[config.mk]
export PLATFORM = sky130hd
export DESIGN_NAME = multi_button_event_detector
export DESIGN_NICKNAME = d
export VERILOG_FILES = /design/src/mbed_pkg.sv /design/src/mbed_front.sv /design/src/mbed_queue.sv /design/src/mbed_back.sv /design/src/multi_button_event_detector.sv
export SDC_FILE = /design/constraint.sdc
export NUM_CORES = 1
export LEC_CHECK = 0
export ABC_AREA = 1
export BUFFER_PORTS_ARGS = -buffer_cell sky130_fd_sc_hd__buf_4
export CORE_MARGIN = 3
export CORE_UTILIZATION = 65
export DETAILED_ROUTE_END_ITERATION = 12
export PLACE_DENSITY = 0.92
export SETUP_SLACK_MARGIN = 0.4
export SLEW_MARGIN = 40
export SYNTH_ARGS = -nofsm -noshare
export SYNTH_HDL_FRONTEND = slang
export SYNTH_SLANG_ARGS = --single-unit
[constraint.sdc]
create_clock -name i_clk -period 12.4 [get_ports i_clk]
set_clock_uncertainty 0.15 [all_clocks]
set_input_delay 3.1 -clock i_clk [delete_from_list [all_inputs] [get_ports i_clk]]
set_output_delay 3.1 -clock i_clk [all_outputs]
set_load 0.1 [all_outputs]
[src/mbed_pkg.sv]
// ----------------------------------------------------------------------------
// mbed_pkg - shared types and constants of the multi-button event detector
// Button stages, event codes, register indexes and the timing bundle
// handed from the register file to the button engine.
// ----------------------------------------------------------------------------
package mbed_pkg;

    // Default sizing of the block
    localparam int NUM_BUTTONS_DEF = 8;
    localparam int COUNT_WIDTH_DEF = 16;

    // Depth of the tick queue between front and back
    localparam int Q_DEPTH = 2;

    // Field widths fixed by the interface
    localparam int LEVEL_W = 8;
    localparam int TICKS_W = 16;
    localparam int CLICK_W = 8;

    // Register indexes (byte address bits [4:2])
    localparam logic [2:0] REG_ACTIVE_LEVELS = 3'd0;
    localparam logic [2:0] REG_BUTTON_COUNT  = 3'd1;
    localparam logic [2:0] REG_SHORT_TICKS   = 3'd2;
    localparam logic [2:0] REG_LONG_TICKS    = 3'd3;
    localparam logic [2:0] REG_GAP_TICKS     = 3'd4;

    typedef enum logic [1:0] {
        ST_IDLE  = 2'd0,
        ST_DOWN  = 2'd1,
        ST_MULTI = 2'd2
    } t_stage;

    typedef enum logic [3:0] {
        EV_NONE        = 4'd0,
        EV_DOWN        = 4'd1,
        EV_CLICK       = 4'd2,
        EV_DOUBLE      = 4'd3,
        EV_REPEAT      = 4'd4,
        EV_SHORT_START = 4'd5,
        EV_SHORT_UP    = 4'd6,
        EV_LONG_START  = 4'd7,
        EV_LONG_UP     = 4'd8
    } t_event;

    typedef enum logic {
        BK_IDLE = 1'b0,
        BK_RUN  = 1'b1
    } t_back_state;

    typedef struct packed {
        logic [TICKS_W-1:0] short_ticks;
        logic [TICKS_W-1:0] long_ticks;
        logic [TICKS_W-1:0] gap_ticks;
    } t_timing;

    // Map a click total onto its event
    function automatic t_event click_code(input logic [CLICK_W-1:0] clicks);
        t_event ev;
        if (clicks >= CLICK_W'(3)) begin
            ev = EV_REPEAT;
        end else if (clicks == CLICK_W'(2)) begin
            ev = EV_DOUBLE;
        end else begin
            ev = EV_CLICK;
        end
        return ev;
    endfunction

endpackage

[src/mbed_front.sv]
// ----------------------------------------------------------------------------
// mbed_front - scan tick intake
// Accepts raw level transactions, works out which buttons are pressed and
// how many are enabled, and queues a tick job for the engine. A tick with
// no enabled buttons is taken and dropped.
// ----------------------------------------------------------------------------
module mbed_front
    import mbed_pkg::*;
#(
    parameter int NW = 4
) (
    input  logic               i_valid,
    output logic               o_stall,
    input  logic [LEVEL_W-1:0] i_raw_levels,
    input  logic [LEVEL_W-1:0] i_active_levels,
    input  logic [NW-1:0]      i_enabled,
    input  logic               i_q_full,
    output logic               o_push,
    output logic [LEVEL_W-1:0] o_push_hit,
    output logic [NW-1:0]      o_push_n
);

    // Hold the source while the queue has no room
    assign o_stall = i_q_full;

    // Pressed where the raw level matches the active level
    assign o_push_hit = ~(i_raw_levels ^ i_active_levels);
    assign o_push_n   = i_enabled;

    // Queue only ticks that produce results
    assign o_push = i_valid && !i_q_full && (i_enabled != '0);

endmodule

[src/mbed_queue.sv]
// ----------------------------------------------------------------------------
// mbed_queue - short tick job queue
// Small register queue that decouples the intake from the button engine.
// ----------------------------------------------------------------------------
module mbed_queue
    import mbed_pkg::*;
#(
    parameter int WIDTH = 12
) (
    input  logic             i_clk,
    input  logic             i_rst_n,
    input  logic             i_push,
    input  logic [WIDTH-1:0] i_data,
    input  logic             i_pop,
    output logic [WIDTH-1:0] o_data,
    output logic             o_full,
    output logic             o_empty
);

    localparam int PW = (Q_DEPTH > 1) ? $clog2(Q_DEPTH) : 1;
    localparam int CW = $clog2(Q_DEPTH + 1);

    logic [WIDTH-1:0] r_mem [Q_DEPTH];
    logic [PW-1:0]    r_wptr;
    logic [PW-1:0]    r_rptr;
    logic [CW-1:0]    r_cnt;
    logic             do_push;
    logic             do_pop;

    assign o_full  = (r_cnt == CW'(Q_DEPTH));
    assign o_empty = (r_cnt == '0);
    assign o_data  = r_mem[r_rptr];
    assign do_push = i_push && !o_full;
    assign do_pop  = i_pop && !o_empty;

    // Store incoming jobs
    always_ff @(posedge i_clk) begin
        if (do_push) begin
            r_mem[r_wptr] <= i_data;
        end
    end

    // Advance pointers and fill level
    always_ff @(posedge i_clk) begin
        if (!i_rst_n) begin
            r_wptr <= '0;
            r_rptr <= '0;
            r_cnt  <= '0;
        end else begin
            if (do_push) begin
                r_wptr <= PW'(r_wptr + 1'b1);
            end
            if (do_pop) begin
                r_rptr <= PW'(r_rptr + 1'b1);
            end
            if (do_push && !do_pop) begin
                r_cnt <= CW'(r_cnt + 1'b1);
            end else if (do_pop && !do_push) begin
                r_cnt <= CW'(r_cnt - 1'b1);
            end
        end
    end

endmodule

[src/mbed_back.sv]
// ----------------------------------------------------------------------------
// mbed_back - button engine
// Takes one tick job at a time and steps the enabled buttons from the
// highest index down into an output register, one per cycle while it has room.
// ----------------------------------------------------------------------------
module mbed_back
    import mbed_pkg::*;
#(
    parameter int NUM_BUTTONS = NUM_BUTTONS_DEF,
    parameter int COUNT_WIDTH = COUNT_WIDTH_DEF,
    parameter int NW          = 4
) (
    input  logic               i_clk,
    input  logic               i_rst_n,
    input  t_timing            i_timing,
    input  logic               i_clr,
    input  logic [NW-1:0]      i_clr_from,
    input  logic               i_q_empty,
    input  logic [LEVEL_W-1:0] i_job_hit,
    input  logic [NW-1:0]      i_job_n,
    output logic               o_pop,
    output logic               o_valid,
    input  logic               i_stall,
    output logic [2:0]         o_button_index,
    output logic [3:0]         o_event_code,
    output logic               o_event_fired,
    output logic [3:0]         o_active_count,
    output logic               o_last
);

    localparam int IW  = (NUM_BUTTONS > 1) ? $clog2(NUM_BUTTONS) : 1;
    localparam int EXT = (COUNT_WIDTH > TICKS_W) ? COUNT_WIDTH : TICKS_W;
    localparam logic [COUNT_WIDTH-1:0] CNT_TOP_M1 = {{(COUNT_WIDTH-1){1'b1}}, 1'b0};

    typedef logic [EXT-1:0] t_ext;

    // Per-button state
    t_stage                 r_stage  [NUM_BUTTONS];
    logic [COUNT_WIDTH-1:0] r_tick   [NUM_BUTTONS];
    logic [CLICK_W-1:0]     r_clicks [NUM_BUTTONS];
    t_event                 r_event  [NUM_BUTTONS];

    // Sequencer
    t_back_state        r_state;
    t_back_state        n_state;
    logic [IW-1:0]      r_idx;
    logic [LEVEL_W-1:0] r_hit;
    logic [NW-1:0]      r_active;
    logic               step;

    // Output register
    logic         r_out_valid;
    logic [2:0]   r_out_index;
    t_event       r_out_event;
    logic         r_out_fired;
    logic [3:0]   r_out_active;
    logic         r_out_last;

    // Step results
    t_stage                 n_stage;
    logic [COUNT_WIDTH-1:0] n_tick;
    logic [CLICK_W-1:0]     n_clicks;
    t_event                 n_event;
    logic                   n_fired;
    logic [NW-1:0]          n_active;
    logic                   pressed;
    logic [COUNT_WIDTH-1:0] tick_inc;
    logic [COUNT_WIDTH-1:0] reload;

    // Sequence jobs and gate each step on output room
    always_comb begin
        n_state = r_state;
        o_pop   = 1'b0;
        step    = 1'b0;
        case (r_state)
            BK_IDLE: begin
                if (!i_q_empty) begin
                    o_pop   = 1'b1;
                    n_state = BK_RUN;
                end
            end
            BK_RUN: begin
                step = !r_out_valid || !i_stall;
                if (step && (r_idx == '0)) begin
                    n_state = BK_IDLE;
                end
            end
            default: begin
                n_state = BK_IDLE;
            end
        endcase
    end

    always_ff @(posedge i_clk) begin
        if (!i_rst_n) begin
            r_state <= BK_IDLE;
        end else begin
            r_state <= n_state;
        end
    end

    // Load a job, walk the buttons downwards, total the active ones
    always_ff @(posedge i_clk) begin
        if (o_pop) begin
            r_idx    <= IW'(i_job_n - 1'b1);
            r_hit    <= i_job_hit;
            r_active <= '0;
        end else if (step) begin
            r_idx    <= IW'(r_idx - 1'b1);
            r_active <= n_active;
        end
    end

    // Run one tick of the selected button
    always_comb begin
        n_stage  = r_stage[r_idx];
        n_clicks = r_clicks[r_idx];
        n_event  = r_event[r_idx];
        n_fired  = 1'b0;
        n_tick   = r_tick[r_idx];
        pressed  = (32'(r_idx) < 32'd8) && r_hit[3'(r_idx)];
        reload   = (t_ext'(i_timing.long_ticks) < t_ext'(CNT_TOP_M1)) ?
                   COUNT_WIDTH'(i_timing.long_ticks) : CNT_TOP_M1;
        tick_inc = COUNT_WIDTH'(r_tick[r_idx] + 1'b1);

        // Count up while busy, fold back from the top
        if (r_stage[r_idx] != ST_IDLE) begin
            n_tick = (tick_inc == '1) ? reload : tick_inc;
        end

        case (r_stage[r_idx])
            ST_IDLE: begin
                if (pressed) begin
                    n_tick   = '0;
                    n_clicks = '0;
                    n_event  = EV_DOWN;
                    n_fired  = 1'b1;
                    n_stage  = ST_DOWN;
                end else begin
                    n_event = EV_NONE;
                end
            end
            ST_DOWN: begin
                if (pressed) begin
                    if (r_clicks[r_idx] != '0) begin
                        // Held again after clicks: close the sequence on the gap
                        if (t_ext'(n_tick) > t_ext'(i_timing.gap_ticks)) begin
                            n_event  = click_code(r_clicks[r_idx]);
                            n_fired  = 1'b1;
                            n_tick   = '0;
                            n_clicks = '0;
                        end
                    end else if (t_ext'(n_tick) >= t_ext'(i_timing.long_ticks)) begin
                        if (r_event[r_idx] != EV_LONG_START) begin
                            n_event = EV_LONG_START;
                            n_fired = 1'b1;
                        end
                    end else if (t_ext'(n_tick) >= t_ext'(i_timing.short_ticks)) begin
                        if (r_event[r_idx] != EV_SHORT_START) begin
                            n_event = EV_SHORT_START;
                            n_fired = 1'b1;
                        end
                    end
                end else begin
                    if (t_ext'(n_tick) >= t_ext'(i_timing.long_ticks)) begin
                        n_event = EV_LONG_UP;
                        n_fired = 1'b1;
                        n_stage = ST_IDLE;
                    end else if (t_ext'(n_tick) >= t_ext'(i_timing.short_ticks)) begin
                        n_event = EV_SHORT_UP;
                        n_fired = 1'b1;
                        n_stage = ST_IDLE;
                    end else begin
                        n_stage = ST_MULTI;
                        if (r_clicks[r_idx] != '1) begin
                            n_clicks = CLICK_W'(r_clicks[r_idx] + 1'b1);
                        end
                    end
                end
            end
            default: begin
                if (pressed) begin
                    n_stage = ST_DOWN;
                    n_tick  = '0;
                end else if (t_ext'(n_tick) > t_ext'(i_timing.gap_ticks)) begin
                    n_event = click_code(r_clicks[r_idx]);
                    n_fired = 1'b1;
                    n_stage = ST_IDLE;
                end
            end
        endcase

        n_active = (n_stage != ST_IDLE) ? NW'(r_active + 1'b1) : r_active;
    end

    // Write back button state; drop disabled buttons to reset
    always_ff @(posedge i_clk) begin
        if (!i_rst_n) begin
            for (int i = 0; i < NUM_BUTTONS; i++) begin
                r_stage[i]  <= ST_IDLE;
                r_tick[i]   <= '0;
                r_clicks[i] <= '0;
                r_event[i]  <= EV_NONE;
            end
        end else if (i_clr) begin
            for (int i = 0; i < NUM_BUTTONS; i++) begin
                if (32'(i) >= 32'(i_clr_from)) begin
                    r_stage[i]  <= ST_IDLE;
                    r_tick[i]   <= '0;
                    r_clicks[i] <= '0;
                    r_event[i]  <= EV_NONE;
                end
            end
        end else if (step) begin
            r_stage[r_idx]  <= n_stage;
            r_tick[r_idx]   <= n_tick;
            r_clicks[r_idx] <= n_clicks;
            r_event[r_idx]  <= n_event;
        end
    end

    // Output register valid
    always_ff @(posedge i_clk) begin
        if (!i_rst_n) begin
            r_out_valid <= 1'b0;
        end else if (step) begin
            r_out_valid <= 1'b1;
        end else if (!i_stall) begin
            r_out_valid <= 1'b0;
        end
    end

    // Output register payload
    always_ff @(posedge i_clk) begin
        if (step) begin
            r_out_index  <= 3'(r_idx);
            r_out_event  <= n_event;
            r_out_fired  <= n_fired;
            r_out_last   <= (r_idx == '0);
            r_out_active <= (r_idx == '0) ? 4'(n_active) : 4'd0;
        end
    end

    assign o_valid        = r_out_valid;
    assign o_button_index = r_out_index;
    assign o_event_code   = 4'(r_out_event);
    assign o_event_fired  = r_out_fired;
    assign o_active_count = r_out_active;
    assign o_last         = r_out_last;

endmodule

[src/multi_button_event_detector.sv]
// ----------------------------------------------------------------------------
// multi_button_event_detector - click and long press detector for buttons
// Top level: register file, tick intake, job queue and button engine.
// ----------------------------------------------------------------------------
// Each input transaction is one scan tick carrying the raw level of every
// button; the block answers with one result transaction per enabled button,
// highest index first, the final one flagged last and carrying the number
// of buttons still busy. The button engine steps one button per cycle while
// the output is not stalled, and goes back to idle to pick up each next tick
// job. A two-entry queue between intake and engine lets up to two ticks wait
// while the engine works. The user must set timings and levels through the
// register port only while the block is idle; the block does not enforce
// this. Writing button_count resets every button at or above the new count.
// ----------------------------------------------------------------------------
module multi_button_event_detector
    import mbed_pkg::*;
#(
    parameter int NUM_BUTTONS = NUM_BUTTONS_DEF,
    parameter int COUNT_WIDTH = COUNT_WIDTH_DEF
) (
    input  logic               i_clk,
    input  logic               i_rst_n,
    // Register port
    input  logic               psel,
    input  logic               penable,
    input  logic               pwrite,
    input  logic [4:0]         paddr,
    input  logic [31:0]        pwdata,
    output logic [31:0]        prdata,
    output logic               pready,
    // Scan tick input
    input  logic               i_in_valid,
    output logic               o_in_stall,
    input  logic [LEVEL_W-1:0] i_raw_levels,
    // Result output
    output logic               o_out_valid,
    input  logic               i_out_stall,
    output logic [2:0]         o_button_index,
    output logic [3:0]         o_event_code,
    output logic               o_event_fired,
    output logic [3:0]         o_active_count,
    output logic               o_last
);

    localparam int NW = $clog2(NUM_BUTTONS + 1);
    localparam int QW = NW + LEVEL_W;

    logic [LEVEL_W-1:0] r_active_levels;
    logic [3:0]         r_button_count;
    t_timing            r_timing;

    logic [2:0]         reg_idx;
    logic               cfg_wr;
    logic [NW-1:0]      enabled;
    logic [NW-1:0]      wr_enabled;

    logic               push;
    logic [LEVEL_W-1:0] push_hit;
    logic [NW-1:0]      push_n;
    logic [QW-1:0]      q_out;
    logic               q_full;
    logic               q_empty;
    logic               pop;

    // Register write decode
    assign pready  = 1'b1;
    assign reg_idx = paddr[4:2];
    assign cfg_wr  = psel && penable && pwrite && pready;

    // Clamp the button count to what is built
    assign enabled = (32'(r_button_count) > 32'(NUM_BUTTONS)) ?
                     NW'(NUM_BUTTONS) : NW'(r_button_count);
    assign wr_enabled = (32'(pwdata[3:0]) > 32'(NUM_BUTTONS)) ?
                        NW'(NUM_BUTTONS) : NW'(pwdata[3:0]);

    // Configuration registers
    always_ff @(posedge i_clk) begin
        if (!i_rst_n) begin
            r_active_levels      <= '0;
            r_button_count       <= '0;
            r_timing.short_ticks <= '0;
            r_timing.long_ticks  <= '0;
            r_timing.gap_ticks   <= '0;
        end else if (cfg_wr) begin
            case (reg_idx)
                REG_ACTIVE_LEVELS: r_active_levels      <= pwdata[LEVEL_W-1:0];
                REG_BUTTON_COUNT:  r_button_count       <= pwdata[3:0];
                REG_SHORT_TICKS:   r_timing.short_ticks <= pwdata[TICKS_W-1:0];
                REG_LONG_TICKS:    r_timing.long_ticks  <= pwdata[TICKS_W-1:0];
                REG_GAP_TICKS:     r_timing.gap_ticks   <= pwdata[TICKS_W-1:0];
                default: begin
                end
            endcase
        end
    end

    // Register read-back
    always_comb begin
        case (reg_idx)
            REG_ACTIVE_LEVELS: prdata = 32'(r_active_levels);
            REG_BUTTON_COUNT:  prdata = 32'(r_button_count);
            REG_SHORT_TICKS:   prdata = 32'(r_timing.short_ticks);
            REG_LONG_TICKS:    prdata = 32'(r_timing.long_ticks);
            REG_GAP_TICKS:     prdata = 32'(r_timing.gap_ticks);
            default:           prdata = '0;
        endcase
    end

    mbed_front #(
        .NW (NW)
    ) u_front (
        .i_valid         (i_in_valid),
        .o_stall         (o_in_stall),
        .i_raw_levels    (i_raw_levels),
        .i_active_levels (r_active_levels),
        .i_enabled       (enabled),
        .i_q_full        (q_full),
        .o_push          (push),
        .o_push_hit      (push_hit),
        .o_push_n        (push_n)
    );

    mbed_queue #(
        .WIDTH (QW)
    ) u_queue (
        .i_clk   (i_clk),
        .i_rst_n (i_rst_n),
        .i_push  (push),
        .i_data  ({push_n, push_hit}),
        .i_pop   (pop),
        .o_data  (q_out),
        .o_full  (q_full),
        .o_empty (q_empty)
    );

    mbed_back #(
        .NUM_BUTTONS (NUM_BUTTONS),
        .COUNT_WIDTH (COUNT_WIDTH),
        .NW          (NW)
    ) u_back (
        .i_clk          (i_clk),
        .i_rst_n        (i_rst_n),
        .i_timing       (r_timing),
        .i_clr          (cfg_wr && (reg_idx == REG_BUTTON_COUNT)),
        .i_clr_from     (wr_enabled),
        .i_q_empty      (q_empty),
        .i_job_hit      (q_out[LEVEL_W-1:0]),
        .i_job_n        (q_out[QW-1:LEVEL_W]),
        .o_pop          (pop),
        .o_valid        (o_out_valid),
        .i_stall        (i_out_stall),
        .o_button_index (o_button_index),
        .o_event_code   (o_event_code),
        .o_event_fired  (o_event_fired),
        .o_active_count (o_active_count),
        .o_last         (o_last)
    );

endmodule

==> flow_summary.yaml, run 1 <==
die:
  coreArea_mm2: 0.0297
  ios: 100
  die_w_um: 180
  die_area_mm2: 0.0324
  rows: 63
  start_util_pct: 66.2
  die_h_um: 180
cells_and_area:
  drive_gt1_share_pct: 14.8
  layout.cells.non_filler: 2666
  diodes: 0
  synthToLayoutAreaGrowth_pct: 9.45
  nets: 2354
clock_network:
  hold_buffers: 0
  cts_tree: "built"
  clock_path_buffers: 3
  cts-htree-levels: 2
  post_cts_resized: 0
  clockRootBuffer: "clkbuf_16"
  cts_sinks: 360
  cts_setup_buffers: 0
  clk_pin_slew_worst_paths_ps: 60
  numCtsBuffers: 38
  clk_latency_ps: 540
hold_path:
  hold_path_class: "flip-flop to flip-flop"
worst_setup_path:
  worstPathMaxFanout: 10
  worstPathCellList: "buf_4 -> nor3_2 -> clkinv_1 -> o22ai_1 -> a221oi_1 -> o21ai_0 -> buf_4"
  cp_top_family: "buffers and inverters"
  critPathSlowestCell: "nor3_2"
  endpoint_kind: "primary output"
  critical_path_required_ps: 9150
  worst-endpoint-arrival_ps: 5320
  crit_top_cell: "buf_4"
  cp-start-kind: "primary input"
  crit_type: "primary input to primary output"
  cpPeakStageDelay_ps: 610
  crit_buf_inv: 3
drt:
  drt-vias-per-instance: 6.32
  drtIter0Drc: 2049
  drt_wl_total_um: 55000
  detail_route.wl_per_cell_um: 20.6
  drc_errors: 0
  via_count: 16900
  dr.pass1.iters: 6
  final_antenna_net_count: 0
yosys:
  synth-edff-count: 286
  synth_area_leaders: "edfxtp_1 44%, nand2_1 8.1%, dfxtp_1 7.5%"
  yosysUniqueCellTypes: 57
  async_reset_ff_share_pct: 0
  synth_top_area_share_pct: 43.6
  avgSynthCellArea_um2: 8.87
  synth.largest_area_cell: "edfxtp_1"
  synth.cell_area_mm2: 0.0197
  yosysMostFrequentCell: "nand2_1"
  ys_ff_latch: 360
  synth-warning-count: 0
  ys_top_cells_by_count: "424 x nand2_1, 286 x edfxtp_1, 246 x inv_1"
  synth_cells: 2220
  ys.flop_type: "edfxtp_1"
  yosysSeqAreaShare_pct: 51.2
run_status:
  outcome: "complete, no violations"
global_routing:
  grt_pass1_vias: 16600
  grt_max_degree: 87
  grt_overflow: 0
  antenna_found_initial: 0
  grt_pass1_wl_um: 86200
  grt_use_total_pct: 33.0
sta:
  finalHoldViolations: 0
  final-setup-viol-count: 0
  tns_ps: 0
  rsz0062_at_grt: "no"
  fin_crit_sh_pct: 69.1
  period_needed_ps: 8570
  relSlewSlack_pct: 43.0
  slew_viol_final: 0
  fmax_ghz: 0.117
  worst_slack_ps: 3830
  tightest_slew_ps: 855
placement:
  gp_congestion: 0.931
  dpl.hpwl_um: 32500
  dp_cells: 2596
  dp_slack_ps: 4120
  port_buffers: 64
job:
  maxCapViolations: 0
==> worst register-to-register path, delay by kind of cell (launching register included) <==
| kind | cells | cell delay [ps] |
|---|---|---|
| buffers and inverters | 6 | 1950 |
| adders and majority gates | 2 | 610 |
| and+or+nand+nor | 19 | 3520 |
| DFF | 1 | 320 |
| AOI/OAI and AO/OA | 1 | 690 |
==> cells in the final DEF (no fill, tap or decap), drive strengths merged, types with 6 or more instances in the layout <==
cell,synthesis,routed
nand2,459,459
nor2,322,322
edfxtp,286,286
inv,255,258
o21ai,175,175
a21oi,170,170
nand3,160,160
buf,69,87
dfxtp,74,74
ha,56,56
clkbuf,47,45
o22ai,30,30
clkinv,6,18
conb,2,17
o211ai,13,13
o221ai,12,12
nor3,12,12
xnor2,10,10
nand4,9,9
mux2,9,9
nor4,7,7
a221oi,6,6
==> final cells by class <==
type	count	area, um2
Clock buffer	45	1030
Sequential cell	360	10100
Timing Repair Buffer	87	669
Fill cell	1942	8170
Inverter	261	981
Tap cell	390	488
Clock inverter	25	293
Multi-Input combinational cell	1498	8010
==> per-layer routing <==
metal  share of wire, %  track usage [%]  up-vias  wire length, um
met5                  0                0        -                0
met4                6.0             18.2        0             3300
met3                 12             5.15      275             6390
met2                 48             54.9     1285            26100
met1                 35             41.6     7807            19200
li1                   -                -     7486                -
==> worst paths after layout <==
kind,start,cells past startpoint,slack (ps),end
worst max-delay path,paddr[4],7,3830,prdata[2]
worst min-delay path,u_back.r_active[3],2,320,u_back.r_active[3]
worst max register to register,flip-flop,28,5030,u_back.r_tick[2][1]
worst min register to register,u_back.r_active[3],2,320,u_back.r_active[3]
==> sequential cells by signal (all words and copies together) (netlist names), 2 cells and up, named ones only <==
signal / flops
u_back.o_event_code: 4
u_back.r_event: 32
u_back.r_idx: 3
u_back.r_tick: 128
u_back.r_clicks: 64
r_active_levels: 8
u_back.r_active: 4
u_back.o_active_count: 4
u_back.r_stage: 16
u_queue.r_cnt: 2
r_button_count: 4
u_back.r_hit: 8
u_queue.r_mem: 22
r_timing: 48
u_back.o_button_index: 3
==> through the flow <==
step	util (%)	cell area, um2	hold WS (ps)
floorplan	-	19700	271
detailed placement	68.0	20200	301
finish	72.5	21500	318
global placement	67.9	20200	289
global route	72.5	21500	353
CTS	72.5	21500	323
==> cells by family after synthesis <==
kind of cell / synth area share [%]
XOR/XNOR: 0.534
multiplexers: 0.617
AND/OR/NAND/NOR: 23.4
other: 0.0382
flip-flops: 51.2
adder cells (fa/ha/maj): 3.56
AO/OA/AOI/OAI: 12.0
buffers and inverters: 8.65
Power of run 1 is not shown: default switching activity piles up to over one toggle a cycle in this logic, so the estimate is an artifact.
==> inputs of run 2 (changes only) <==
--- a/config.mk
+++ b/config.mk
@@ -8,9 +8,9 @@
 export ABC_AREA = 1
 export BUFFER_PORTS_ARGS = -buffer_cell sky130_fd_sc_hd__buf_4
 export CORE_MARGIN = 3
-export CORE_UTILIZATION = 65
+export CORE_UTILIZATION = 56
 export DETAILED_ROUTE_END_ITERATION = 12
-export PLACE_DENSITY = 0.92
+export PLACE_DENSITY = 0.85
 export SETUP_SLACK_MARGIN = 0.4
 export SLEW_MARGIN = 40
 export SYNTH_ARGS = -nofsm -noshare
==> constraint.sdc (replaced) <==
create_clock -name i_clk -period 7.8 [get_ports i_clk]
set_clock_uncertainty 0.15 [all_clocks]
set_input_delay 1.95 -clock i_clk [delete_from_list [all_inputs] [get_ports i_clk]]
set_output_delay 1.95 -clock i_clk [all_outputs]
set_load 0.1 [all_outputs]
==> flow_summary.yaml, run 2 (synthesis results as in run 1) <==
run_status:
  outcome: "complete, no violations"
die:
  coreArea_mm2: 0.0346
  die_h_um: 193
  die_area_mm2: 0.0374
  ios: 100
  start_util_pct: 56.8
  rows: 68
  die_w_um: 193
sta:
  worst_slack_ps: 1090
  tightest_slew_ps: 844
  slew_viol_final: 0
  final-setup-viol-count: 0
  rsz0062_at_grt: "no"
  fin_hold_ws_ps: 302
  finalHoldViolations: 0
  period_needed_ps: 6710
  tns_ps: 0
  fin_crit_sh_pct: 86.0
  relSlewSlack_pct: 43.7
  fmax_ghz: 0.149
cells_and_area:
  regMostFlops: "u_back.r_tick"
  drive_gt1_share_pct: 15.2
  diodes: 0
  nets: 2361
  largest_reg_flops: 128
  finalInstanceArea_mm2: 0.0216
  final_cell_mix: "424 x nand2_1, 286 x edfxtp_1, 246 x inv_1, 224 x nor2_1, 169 x a21oi_1"
  final_common_cell: "nand2_1"
  synthToLayoutAreaGrowth_pct: 9.83
  reg_top3: "u_back.r_tick x128, u_back.r_clicks x64, r_timing x48"
worst_setup_path:
  cp-start-kind: "flip-flop"
  worstPathMaxFanout: 48
  crit_top_cell: "nand2_1"
  cp_top_family: "simple AND/OR/NAND/NOR gates"
  critPathSlowestCell: "clkinv_2"
  worst-endpoint-arrival_ps: 6820
  crit_buf_inv: 5
  endpoint_kind: "flip-flop"
  critical_path_required_ps: 7910
  cpPeakStageDelay_ps: 560
  crit_type: "flip-flop to flip-flop"
clock_network:
  cts_sinks: 360
  post_cts_resized: 0
  hold_buffers: 0
  cts_tree: "built"
  cts-htree-levels: 2
  clockRootBuffer: "clkbuf_16"
  cts_setup_buffers: 0
  numCtsBuffers: 37
  clk_latency_ps: 550
  clk_pin_slew_worst_paths_ps: 70
  clock_path_buffers: 3
drt:
  drc_errors: 0
  dr.pass1.iters: 6
  drt_wl_total_um: 51700
  drtIter0Drc: 1866
  via_count: 16100
  detail_route.wl_per_cell_um: 18.9
  drt-vias-per-instance: 5.87
  final_antenna_net_count: 0
placement:
  dp_slack_ps: 1330
  gp_congestion: 0.936
  port_buffers: 64
  dpl_cell_area_mm2: 0.0203
  dpl.hpwl_um: 31700
global_routing:
  grt_overflow: 0
  grt_use_total_pct: 26.7
  grt_pass1_vias: 15900
  antenna_found_initial: 0
  grt_max_degree: 74
  grt_pass1_wl_um: 81300
hold_path:
  hold_start: "u_queue.r_rptr"
  hold_path_class: "flip-flop to flip-flop"
job:
  maxCapViolations: 0
run 2: routing by layer:
| metal | part of all wire (%) | vias up | track usage [%] |
|---|---|---|---|
| met3 | 9.6 | 159 | 4.84 |
| met1 | 39 | 7537 | 34.3 |
| met4 | 3.8 | 0 | 11.9 |
| met2 | 48 | 878 | 44.6 |
| met5 | 0 | - | 0 |
| li1 | - | 7499 | - |
run 2: path summary, 6_finish.rpt:
path,slack [ps],depth (start not counted),end
setup / recovery,1090,34,u_back.r_clicks[5][2]
setup reg to reg,1090,34,u_back.r_clicks[5][2]
hold reg to reg,300,1,u_queue.r_rptr
hold / removal,300,1,u_queue.r_rptr
run 2: final cells by class:
type / count / area [um2]
Fill cell: 2645 / 13000
Sequential cell: 360 / 10100
Multi-Input combinational cell: 1498 / 8010
Inverter: 261 / 982
Clock buffer: 40 / 958
Timing Repair Buffer: 95 / 713
Tap cell: 455 / 569
Clock inverter: 28 / 313
run 2: worst reg2reg max path: cells and delay by family, from the launching register on:
| family | cells | cell delay (ps) |
|---|---|---|
| AOI/OAI and AO/OA | 2 | 160 |
| DFF | 1 | 360 |
| and+or+nand+nor | 26 | 4000 |
| adders and majority gates | 1 | 360 |
| buffers and inverters | 5 | 1380 |
run 2: metrics by stage:
step | std cells | util, %
floorplan | 2235 | -
global placement | 2669 | 58.7
detailed placement | 2669 | 58.7
CTS | 2737 | 62.4
global route | 2737 | 62.4
finish | 2737 | 62.4
Power of run 2 is left out for the same reason.
